[src/sv/acc_pkg.sv]
package acc_pkg;

   localparam int ADDR_W      = 24;
   localparam int LEN_W       = 4;
   localparam int CHAR_W      = 8;
   localparam int CAT_W       = 2;
   localparam int KEY_CHARS   = 5;
   localparam int NUM_RANGES  = 5;
   localparam int NUM_PREFIXES = 20;

   localparam logic [CAT_W-1:0] CAT_UNKNOWN = 2'd0;
   localparam logic [CAT_W-1:0] CAT_MIL     = 2'd1;
   localparam logic [CAT_W-1:0] CAT_GA      = 2'd2;
   localparam logic [CAT_W-1:0] CAT_COM     = 2'd3;

   typedef logic [CHAR_W-1:0] char_type;
   typedef logic [KEY_CHARS-1:0][CHAR_W-1:0] key_chars_type;
   typedef logic [KEY_CHARS*CHAR_W-1:0] prefix_type;

   typedef struct packed {
      key_chars_type         chars;
      logic [NUM_RANGES-1:0] range_hit;
   } norm_type;

   typedef struct packed {
      logic mil;
      logic ga;
      logic com;
   } flags_type;

   localparam logic [ADDR_W-1:0] RANGE_LO [NUM_RANGES] = '{
      24'hADF7C8, 24'h43C000, 24'h3F8000, 24'h3B7000, 24'hC87F00
   };
   localparam logic [ADDR_W-1:0] RANGE_HI [NUM_RANGES] = '{
      24'hAFFFFF, 24'h43FFFF, 24'h3FFFFF, 24'h3B7FFF, 24'hC87FFF
   };

   // upper-case ASCII, first character in the top byte, zero padded
   localparam prefix_type PREFIX_TABLE [NUM_PREFIXES] = '{
      40'h5243480000, 40'h53414D0000, 40'h5041540000, 40'h534841444F,
      40'h4B4E494645, 40'h4752494D00, 40'h5350415200, 40'h434E560000,
      40'h5656000000, 40'h4E41565900, 40'h4D43000000, 40'h41524D5900,
      40'h4347000000, 40'h5252520000, 40'h4E41544F00, 40'h4D41474D41,
      40'h4346430000, 40'h4855534B59, 40'h434F54414D, 40'h4741460000
   };

   function automatic logic is_letter(input char_type c);
      return (c >= 8'h41 && c <= 8'h5A) || (c >= 8'h61 && c <= 8'h7A);
   endfunction

   function automatic logic is_digit(input char_type c);
      return c >= 8'h30 && c <= 8'h39;
   endfunction

   function automatic char_type fold_up(input char_type c);
      return (c >= 8'h61 && c <= 8'h7A) ? c - 8'h20 : c;
   endfunction

endpackage

[src/sv/acc_norm.sv]
module acc_norm (
   input  logic                           clock,
   input  logic                           reset,
   input  logic                           in_valid,
   output logic                           in_ready,
   input  logic [acc_pkg::ADDR_W-1:0]     address,
   input  logic [acc_pkg::LEN_W-1:0]      callsign_len,
   input  acc_pkg::key_chars_type         chars,
   output logic                           out_valid,
   input  logic                           out_ready,
   output acc_pkg::norm_type              out_data
);
   import acc_pkg::*;

   logic     valid_ff;
   logic     valid_in;
   norm_type data_ff;
   norm_type data_in;

   assign in_ready = !valid_ff || out_ready;
   assign valid_in = in_ready ? in_valid : valid_ff;

   always_comb begin
      logic live;
      live = 1'b1;
      data_in = data_ff;
      for (int k = 0; k < KEY_CHARS; k++) begin
         if (callsign_len <= LEN_W'(k) || chars[k] == '0) begin
            live = 1'b0;
         end
         data_in.chars[k] = live ? chars[k] : '0;
      end
      for (int r = 0; r < NUM_RANGES; r++) begin
         data_in.range_hit[r] = address >= RANGE_LO[r] && address <= RANGE_HI[r];
      end
   end

   always_ff @(posedge clock) begin
      if (reset) begin
         valid_ff <= 1'b0;
      end else begin
         valid_ff <= valid_in;
      end
      if (in_ready && in_valid) begin
         data_ff <= data_in;
      end
   end

   assign out_valid = valid_ff;
   assign out_data  = data_ff;

endmodule

[src/sv/acc_match.sv]
module acc_match (
   input  logic               clock,
   input  logic               reset,
   input  logic               in_valid,
   output logic               in_ready,
   input  acc_pkg::norm_type  in_data,
   output logic               out_valid,
   input  logic               out_ready,
   output acc_pkg::flags_type out_data
);
   import acc_pkg::*;

   logic      valid_ff;
   logic      valid_in;
   flags_type data_ff;
   flags_type data_in;

   assign in_ready = !valid_ff || out_ready;
   assign valid_in = in_ready ? in_valid : valid_ff;

   always_comb begin
      key_chars_type         c;
      key_chars_type         up;
      logic [NUM_PREFIXES-1:0] pfx_hit;
      char_type              want;
      logic                  two;
      c = in_data.chars;
      for (int k = 0; k < KEY_CHARS; k++) begin
         up[k] = fold_up(c[k]);
      end
      for (int p = 0; p < NUM_PREFIXES; p++) begin
         pfx_hit[p] = 1'b1;
         for (int k = 0; k < KEY_CHARS; k++) begin
            want = PREFIX_TABLE[p][(KEY_CHARS-1-k)*CHAR_W +: CHAR_W];
            if (want != '0 && up[k] != want) begin
               pfx_hit[p] = 1'b0;
            end
         end
      end
      two = is_letter(c[1]) && is_letter(c[2]);
      data_in.mil = (|in_data.range_hit) || (|pfx_hit);
      data_in.ga  = (c[0] == "N" && is_digit(c[1]))
                 || ((c[0] == "G" || c[0] == "D" || c[0] == "F") && two)
                 || (c[0] == "E" && c[1] == "I" && is_letter(c[2]))
                 || (c[0] == "C" && two && c[1] != "F");
      data_in.com = is_letter(c[0]) && is_letter(c[1]) && is_letter(c[2])
                 && is_digit(c[3]);
   end

   always_ff @(posedge clock) begin
      if (reset) begin
         valid_ff <= 1'b0;
      end else begin
         valid_ff <= valid_in;
      end
      if (in_ready && in_valid) begin
         data_ff <= data_in;
      end
   end

   assign out_valid = valid_ff;
   assign out_data  = data_ff;

endmodule

[src/sv/acc_decide.sv]
module acc_decide (
   input  logic                      clock,
   input  logic                      reset,
   input  logic                      in_valid,
   output logic                      in_ready,
   input  acc_pkg::flags_type        in_data,
   output logic                      out_valid,
   input  logic                      out_ready,
   output logic [acc_pkg::CAT_W-1:0] category
);
   import acc_pkg::*;

   logic             valid_ff;
   logic             valid_in;
   logic [CAT_W-1:0] cat_ff;
   logic [CAT_W-1:0] cat_in;

   assign in_ready = !valid_ff || out_ready;
   assign valid_in = in_ready ? in_valid : valid_ff;

   always_comb begin
      if (in_data.mil) begin
         cat_in = CAT_MIL;
      end else if (in_data.ga) begin
         cat_in = CAT_GA;
      end else if (in_data.com) begin
         cat_in = CAT_COM;
      end else begin
         cat_in = CAT_UNKNOWN;
      end
   end

   always_ff @(posedge clock) begin
      if (reset) begin
         valid_ff <= 1'b0;
      end else begin
         valid_ff <= valid_in;
      end
      if (in_ready && in_valid) begin
         cat_ff <= cat_in;
      end
   end

   assign out_valid = valid_ff;
   assign category  = cat_ff;

endmodule

[src/sv/aircraft_callsign_classifier.sv]
// Aircraft record classifier.
// Request channel (req_valid/req_ready): one record per transaction, a 24-bit
// transponder address, a callsign length and eight callsign bytes. The
// callsign ends at the length or at the first zero byte; only its first five
// characters decide the category.
// Response channel (rsp_valid/rsp_ready): one 2-bit category per record, in
// request order: unknown, military, general aviation, commercial.
// Each request passes through three register stages in order: callsign
// masking and address range compares, prefix and pattern matching,
// category priority select.
// Throughput is one record per cycle while rsp_ready is high. Each stage
// takes a new transaction whenever it is empty or the stage after it
// advances, so req_ready drops only when all three stages hold a
// transaction and rsp_ready is low. A stall on rsp_ready holds the last
// stage and each full stage whose next stage is full, with its payload;
// nothing is lost or repeated. Synchronous reset empties all stages; the
// block takes a request in the first cycle after reset.
module aircraft_callsign_classifier (
   input  logic                      clock,
   input  logic                      reset,
   input  logic                      req_valid,
   output logic                      req_ready,
   input  logic [acc_pkg::ADDR_W-1:0] req_address,
   input  logic [acc_pkg::LEN_W-1:0] req_callsign_len,
   input  logic [acc_pkg::CHAR_W-1:0] req_char_0,
   input  logic [acc_pkg::CHAR_W-1:0] req_char_1,
   input  logic [acc_pkg::CHAR_W-1:0] req_char_2,
   input  logic [acc_pkg::CHAR_W-1:0] req_char_3,
   input  logic [acc_pkg::CHAR_W-1:0] req_char_4,
   input  logic [acc_pkg::CHAR_W-1:0] req_char_5,
   input  logic [acc_pkg::CHAR_W-1:0] req_char_6,
   input  logic [acc_pkg::CHAR_W-1:0] req_char_7,
   output logic                      rsp_valid,
   input  logic                      rsp_ready,
   output logic [acc_pkg::CAT_W-1:0] rsp_category
);
   import acc_pkg::*;

   key_chars_type key_chars;
   norm_type      norm_data;
   flags_type     flags_data;
   logic          norm_valid;
   logic          norm_ready;
   logic          match_valid;
   logic          match_ready;

   // characters past the fifth never change the category
   assign key_chars = {req_char_4, req_char_3, req_char_2, req_char_1, req_char_0};

   acc_norm u_norm (
      .clock        (clock),
      .reset        (reset),
      .in_valid     (req_valid),
      .in_ready     (req_ready),
      .address      (req_address),
      .callsign_len (req_callsign_len),
      .chars        (key_chars),
      .out_valid    (norm_valid),
      .out_ready    (norm_ready),
      .out_data     (norm_data)
   );

   acc_match u_match (
      .clock     (clock),
      .reset     (reset),
      .in_valid  (norm_valid),
      .in_ready  (norm_ready),
      .in_data   (norm_data),
      .out_valid (match_valid),
      .out_ready (match_ready),
      .out_data  (flags_data)
   );

   acc_decide u_decide (
      .clock     (clock),
      .reset     (reset),
      .in_valid  (match_valid),
      .in_ready  (match_ready),
      .in_data   (flags_data),
      .out_valid (rsp_valid),
      .out_ready (rsp_ready),
      .category  (rsp_category)
   );

endmodule
[config.mk]
export PLATFORM = sky130hd
export DESIGN_NAME = aircraft_callsign_classifier
export DESIGN_NICKNAME = d
export VERILOG_FILES = /design/src/sv/acc_pkg.sv /design/src/sv/acc_norm.sv /design/src/sv/acc_match.sv /design/src/sv/acc_decide.sv /design/src/sv/aircraft_callsign_classifier.sv
export SDC_FILE = /design/constraint.sdc
export NUM_CORES = 1
export LEC_CHECK = 0
export BUFFER_PORTS_ARGS = -buffer_cell sky130_fd_sc_hd__buf_2
export CORE_ASPECT_RATIO = 0.75
export CORE_MARGIN = 5
export CORE_UTILIZATION = 48
export DETAILED_ROUTE_END_ITERATION = 8
export MAX_ROUTING_LAYER = met4
export PLACE_DENSITY = 0.74
export SLEW_MARGIN = 20
export SYNTH_ARGS = -nofsm -noshare
export SYNTH_HDL_FRONTEND = slang
export SYNTH_SLANG_ARGS = --single-unit
[constraint.sdc]
create_clock -name clock -period 8.7 [get_ports clock]
set_input_delay 1.74 -clock clock [delete_from_list [all_inputs] [get_ports clock]]
set_output_delay 1.74 -clock clock [all_outputs]
set_load 0.005 [all_outputs]
### Word level (Yosys, flattened, before mapping)

Cells that the tools add are included.
W data, S select, Z words.

* bits in registers: 53
* input bits: 96
* word-level logic and storage cells: 236

* $add $sub $neg: 5
* magnitude comparators: 35
* equality and inequality tests: 54
* muxes and demuxes: 74
* reductions and logical operators: 55

Operator list (count)
* $ne A8 B7 Y1 const B: 47
* $mux W1: 67
* $ge A8 B7 Y1 const B: 8
* $le A8 B7 Y1 const B: 8
* $eq A8 B7 Y1 const B: 7
* $ge A24 B22 Y1 const B: 2
* $ge A24 B24 Y1 const B: 2
* $le A24 B22 Y1 const B: 2
* $le A24 B24 Y1 const B: 2
* $logic_not A8 Y1: 5
* $mux W8: 5
* $sub A8 B6 Y8 const B: 5
* $logic_and A1 B1 Y1: 28
* $ge A24 B23 Y1 const B: 1
* $le A24 B23 Y1 const B: 1
* $reduce_or A20 Y1: 1
* $logic_or A1 B1 Y1: 17
* $ge A8 B6 Y1 const B: 2
* $le A8 B6 Y1 const B: 2
* $le A4 B1 Y1 const B: 2
* $le A4 B2 Y1 const B: 2
* $reduce_or A5 Y1: 1
* $le A4 B3 Y1 const B: 1
* $mux W2: 2
* $logic_not A1 Y1: 3

### Logic depth before layout (Yosys ltp)

* depth after elaboration: 11
* mapped depth: 9

### By module

From an unflattened synthesis, not the netlist that was laid out.

* cell total of the unflattened synthesis: 375
* area total of the unflattened synthesis: 3631.0 µm²

Modules (own cells, without submodules)
* acc_norm: instances 1, cells an instance 140, area an instance 1996.9 µm², sequential area each 1371.3 µm²
* acc_match: instances 1, cells an instance 224, area an instance 1500.2 µm², sequential area each 110.1 µm²
* acc_decide: instances 1, cells an instance 11, area an instance 133.9 µm², sequential area each 80.1 µm²

### Worst setup path after synthesis

OpenSTA, ideal clock, no wires.

* path kind: input to register
* start point: in rsp_ready
* end point: reg u_norm.data_ff (netlist bit u_norm.out_data[0]), enable pin
* setup time: 0.475 ns
* arrival time: 4.141 ns
* slack: 4.084 ns
* cell stages on the path: 2
* cells stage by stage: nor2b_1 a31oi_1

* cells in the longest elaborated chain, start to end: 4

RTL lines
* start, declared: RTL line aircraft_callsign_classifier.sv:34 `input logic rsp_ready,`
* $logic_or A1 B1 Y1: RTL line acc_decide.sv:18 `assign in_ready = !valid_ff || out_ready;`
* $logic_or A1 B1 Y1: RTL line acc_match.sv:18 `assign in_ready = !valid_ff || out_ready;`
* $logic_or A1 B1 Y1: RTL line acc_norm.sv:20 `assign in_ready = !valid_ff || out_ready;`
* $logic_and A1 B1 Y1: RTL line acc_norm.sv:44 `if (in_ready && in_valid) begin`
* end signal, assigned: RTL line acc_norm.sv:45 `data_ff <= data_in;`
* end, declared: RTL line acc_norm.sv:17 `norm_type data_ff;`

No other way between the ends.
A chain may end at the register's enable or synchronous reset.

### Worst setup path after layout

* start point: in rsp_ready
* end point: out req_ready

* cells in the longest elaborated chain, start to end: 3

RTL lines
* $logic_or A1 B1 Y1: RTL line acc_decide.sv:18
* $logic_or A1 B1 Y1: RTL line acc_match.sv:18
* $logic_or A1 B1 Y1: RTL line acc_norm.sv:20
* end, declared: RTL line aircraft_callsign_classifier.sv:22 `output logic req_ready,`

No other way between the ends.

==> metrics.yaml <==
status:
  status: "finished, final reports clean"
route:
  postRouteAntennaNets: 0
  avgViaCountPerCell: 6.05
  drc: 0
  drt_first_pass_iters: 4
  via_count: 3359
  initialDrtViolationCount: 260
  detail_route.wl_per_cell_um: 17.6
  routed_wl_mm: 9.77
setup_path:
  ordered_list_of_cells_on_the_worst_path: "buf_2 > nor2b_1 > nand3_1 > buf_2"
  worst-path-stages: 4
  worst-path-buf-inv: 2
  crit_path_end_kind: "primary output"
  worst_path_largest_cell_delay_ps: 380
  startpoint_type: "primary input"
  worst_ep_arrival_time_ps: 2550
  worst-endpoint-required_ps: 6960
  worst_path_max_delay_cell: "sky130_fd_sc_hd__nor2b_1"
  setup.worst_path.class: "primary input to primary output"
  cpLargestDelayFamily: "simple AND/OR/NAND/NOR gates"
  path_max_fanout: 6
  rr_worst_depth: 8
  critical-path-top-cell-by-count: "sky130_fd_sc_hd__buf_2"
cts:
  ctsRootBufferMaster: "sky130_fd_sc_hd__clkbuf_8"
  clock_pin_slew_on_the_worst_setup_and_hold_paths_ps: 100
  clkSinkCount: 53
  cts_buffers: 5
  tritoncts: "built"
  cts_hold_buffers_added: 0
  worst_skew_pair.late_latency_ps: 310
  postCtsSetupRepairBufs: 0
  cts.repair.resized: 0
  htreeDepth: 2
  clockBufferDepth: 2
final_layout:
  fillers: 709
  most_frequent_cells_in_the_layout: "75 x sky130_fd_sc_hd__buf_2, 50 x sky130_fd_sc_hd__edfxtp_1, 27 x sky130_fd_sc_hd__nor2_1"
  layout.nets: 559
  layout_cell_share_with_drive_strength_beyond_1: 0.203
  syn_to_final_growth_pct: 16.0
  multiInputGateArea_mm2: 0.00193
  layout_commonest_cell: "sky130_fd_sc_hd__buf_2"
  insertedDiodeCount: 0
  regArea_mm2: 0.00156
power_and_ir_drop:
  peak_vdd_ir_uv: 64.5
  clkPwrFrac: 0.256
  switching_share: 0.306
  p_int_mw: 0.409
  p_per_area_mw_per_mm2: 141
  share_comb_of_total_power: 0.173
  total_switching_power_mw: 0.181
  cellLeakagePower_nw: 1.51
  post-layout-total-power_mw: 0.589
  p_seq_frac: 0.571
placed_design:
  hpwl_mm: 7.59
  port_buffers: 75
  gp_congestion: 0.970
logic_synthesis:
  syn_area_mm2: 0.00360
  syn_inst: 383
  synth-edff-count: 50
  number_of_flip_flops_and_latches_in_the_synthesized_netlist: 53
  yosysUniqueCellTypes: 62
  commonest_register_cell_after_synthesis: "sky130_fd_sc_hd__edfxtp_1"
  synthArstFlopShare: 0
  yosysWarningCount: 0
  post_synth.cell_area_avg_um2: 9.40
  sequential_to_total_area_share_from_yosys_stat: 0.434
  synth_fp_nets: 489
die:
  floorplan.initialDensity: 0.491
  core_area_mm2: 0.00733
  die_width_um: 110
  design.die.area_mm2: 0.00935
  ios: 100
  floorplan.rows: 27
  dieHeight_um: 85.0
grt:
  grt_antenna_before_repair: 0
  globalRouteOverflowTotal: 0
  grt_first_pass_wirelength_mm: 15.7
  grt_use_total: 0.218
  number_of_global_route_vias_before_repair: 3220
  grt_max_degree: 46
sta:
  slew_headroom: 0.545
  setup-tns-final_ps: 0
  fmax_mhz: 233
  setup_repair_after_global_routing_missed_its_margin: "false"
  report.final.setup_viol: 0
  finalHoldViolations: 0
  timing.clock.skew_ps: 6.29
  worst-slew-pin-transition_ps: 665
  period_needed_ps: 4290
  hold_slack_ps: 541
  slew_viol_final: 0
  layout_worst_path_cycle_share: 0.493
hold_path:
  hold_path_class: "register to register"
  holdPathStages: 1
job:
  drv.max_cap_violation_count: 0
[cell usage after synthesis (all sizes together) (4+ instances only)]
cell type,count,area [um2]
or4,10,75.1
and2,24,150
or3,6,37.5
nand4b,4,35.0
nand4,17,106
nor4,20,125
a211oi,4,35.0
o21ai,12,60.1
and3,13,81.3
nor3,8,40.0
nand3,13,65.1
nand3b,4,30.0
nand2,24,92.6
ha,10,125
buf,4,20.0
o31ai,4,30.0
a31oi,5,31.3
nor4b,7,61.3
inv,18,67.6
clkbuf,10,38.8
nor2b,21,131
a21oi,15,75.1
nor2,27,101
o21a,4,30.0
nand2b,6,37.5
edfxtp,50,1500
[per-stage QoR]
step | cells | setup WS, ps | area, um2 | utilization
floorplan | 383 | 4080 | 3600 | -
detailed placement | 547 | 4420 | 4070 | 0.556
global route | 555 | 4300 | 4180 | 0.570
CTS | 555 | 4390 | 4170 | 0.569
finish | 555 | 4410 | 4180 | 0.570
global placement | 547 | 4430 | 4070 | 0.556
[logic make-up after synthesis]
family,share of synthesized area
simple gates,0.364
xor+xnor,0.00243
flops,0.434
fa+ha+maj,0.0348
buf+inv,0.0351
compound gates,0.130
[power by group through the flow]
stage / Sequential, mW / Clock, mW / Combinational, mW
after floorplan: 0.320 / 0 / 0.0744
after global placement: 0.341 / 0 / 0.0982
after detailed placement: 0.341 / 0 / 0.101
after CTS: 0.335 / 0.153 / 0.101
after global routing: 0.339 / 0.166 / 0.115
final: 0.336 / 0.151 / 0.102
[metal layers]
| layer | global-route usage | vias to the layer above | share of wire |
|---|---|---|---|
| li1 | - | 1624 | - |
| met1 | 0.320 | 1574 | 0.47 |
| met2 | 0.323 | 150 | 0.44 |
| met3 | 0.0357 | 11 | 0.080 |
| met4 | 0.0340 | 0 | 0.0088 |
| met5 | - | - | 0 |
[final timing paths]
kind | slack [ps] | end | from
max | 4410 | req_ready | rsp_ready
min | 540 | u_decide.category[0]$_SDFFCE_PP1P_ | u_match.out_data[2]$_DFFE_PP_
max reg2reg | 5680 | u_match.out_data[2]$_DFFE_PP_ | u_norm.out_data[10]$_SDFFCE_PN0P_
min reg2reg | 540 | u_decide.category[0]$_SDFFCE_PP1P_ | u_match.out_data[2]$_DFFE_PP_
[cell type report]
type                            instances  share of cell area
Clock buffer                            5              0.0165
Clock inverter                          3             0.00689
Inverter                               18              0.0162
Multi-Input combinational cell        298               0.463
Sequential cell                        53               0.374
Tap cell                              101              0.0303
Timing Repair Buffer                   77              0.0935
[worst register-to-register path: cells and delay by family (launching register included)]
family          cells  cell delay, ps
compound gates      5            1260
simple gates        1             570
flops               1             510
fa+ha+maj           1             340
buf+inv             1             100
[registers in the layout, indices dropped and copies added (netlist names)]
| signal | count |
|---|---|
| u_decide.category | 2 |
| u_decide.out_valid | 1 |
| u_match.out_data | 3 |
| u_match.out_valid | 1 |
| u_norm.out_data | 45 |
| u_norm.out_valid | 1 |
Power figures use the tool's default switching activity.
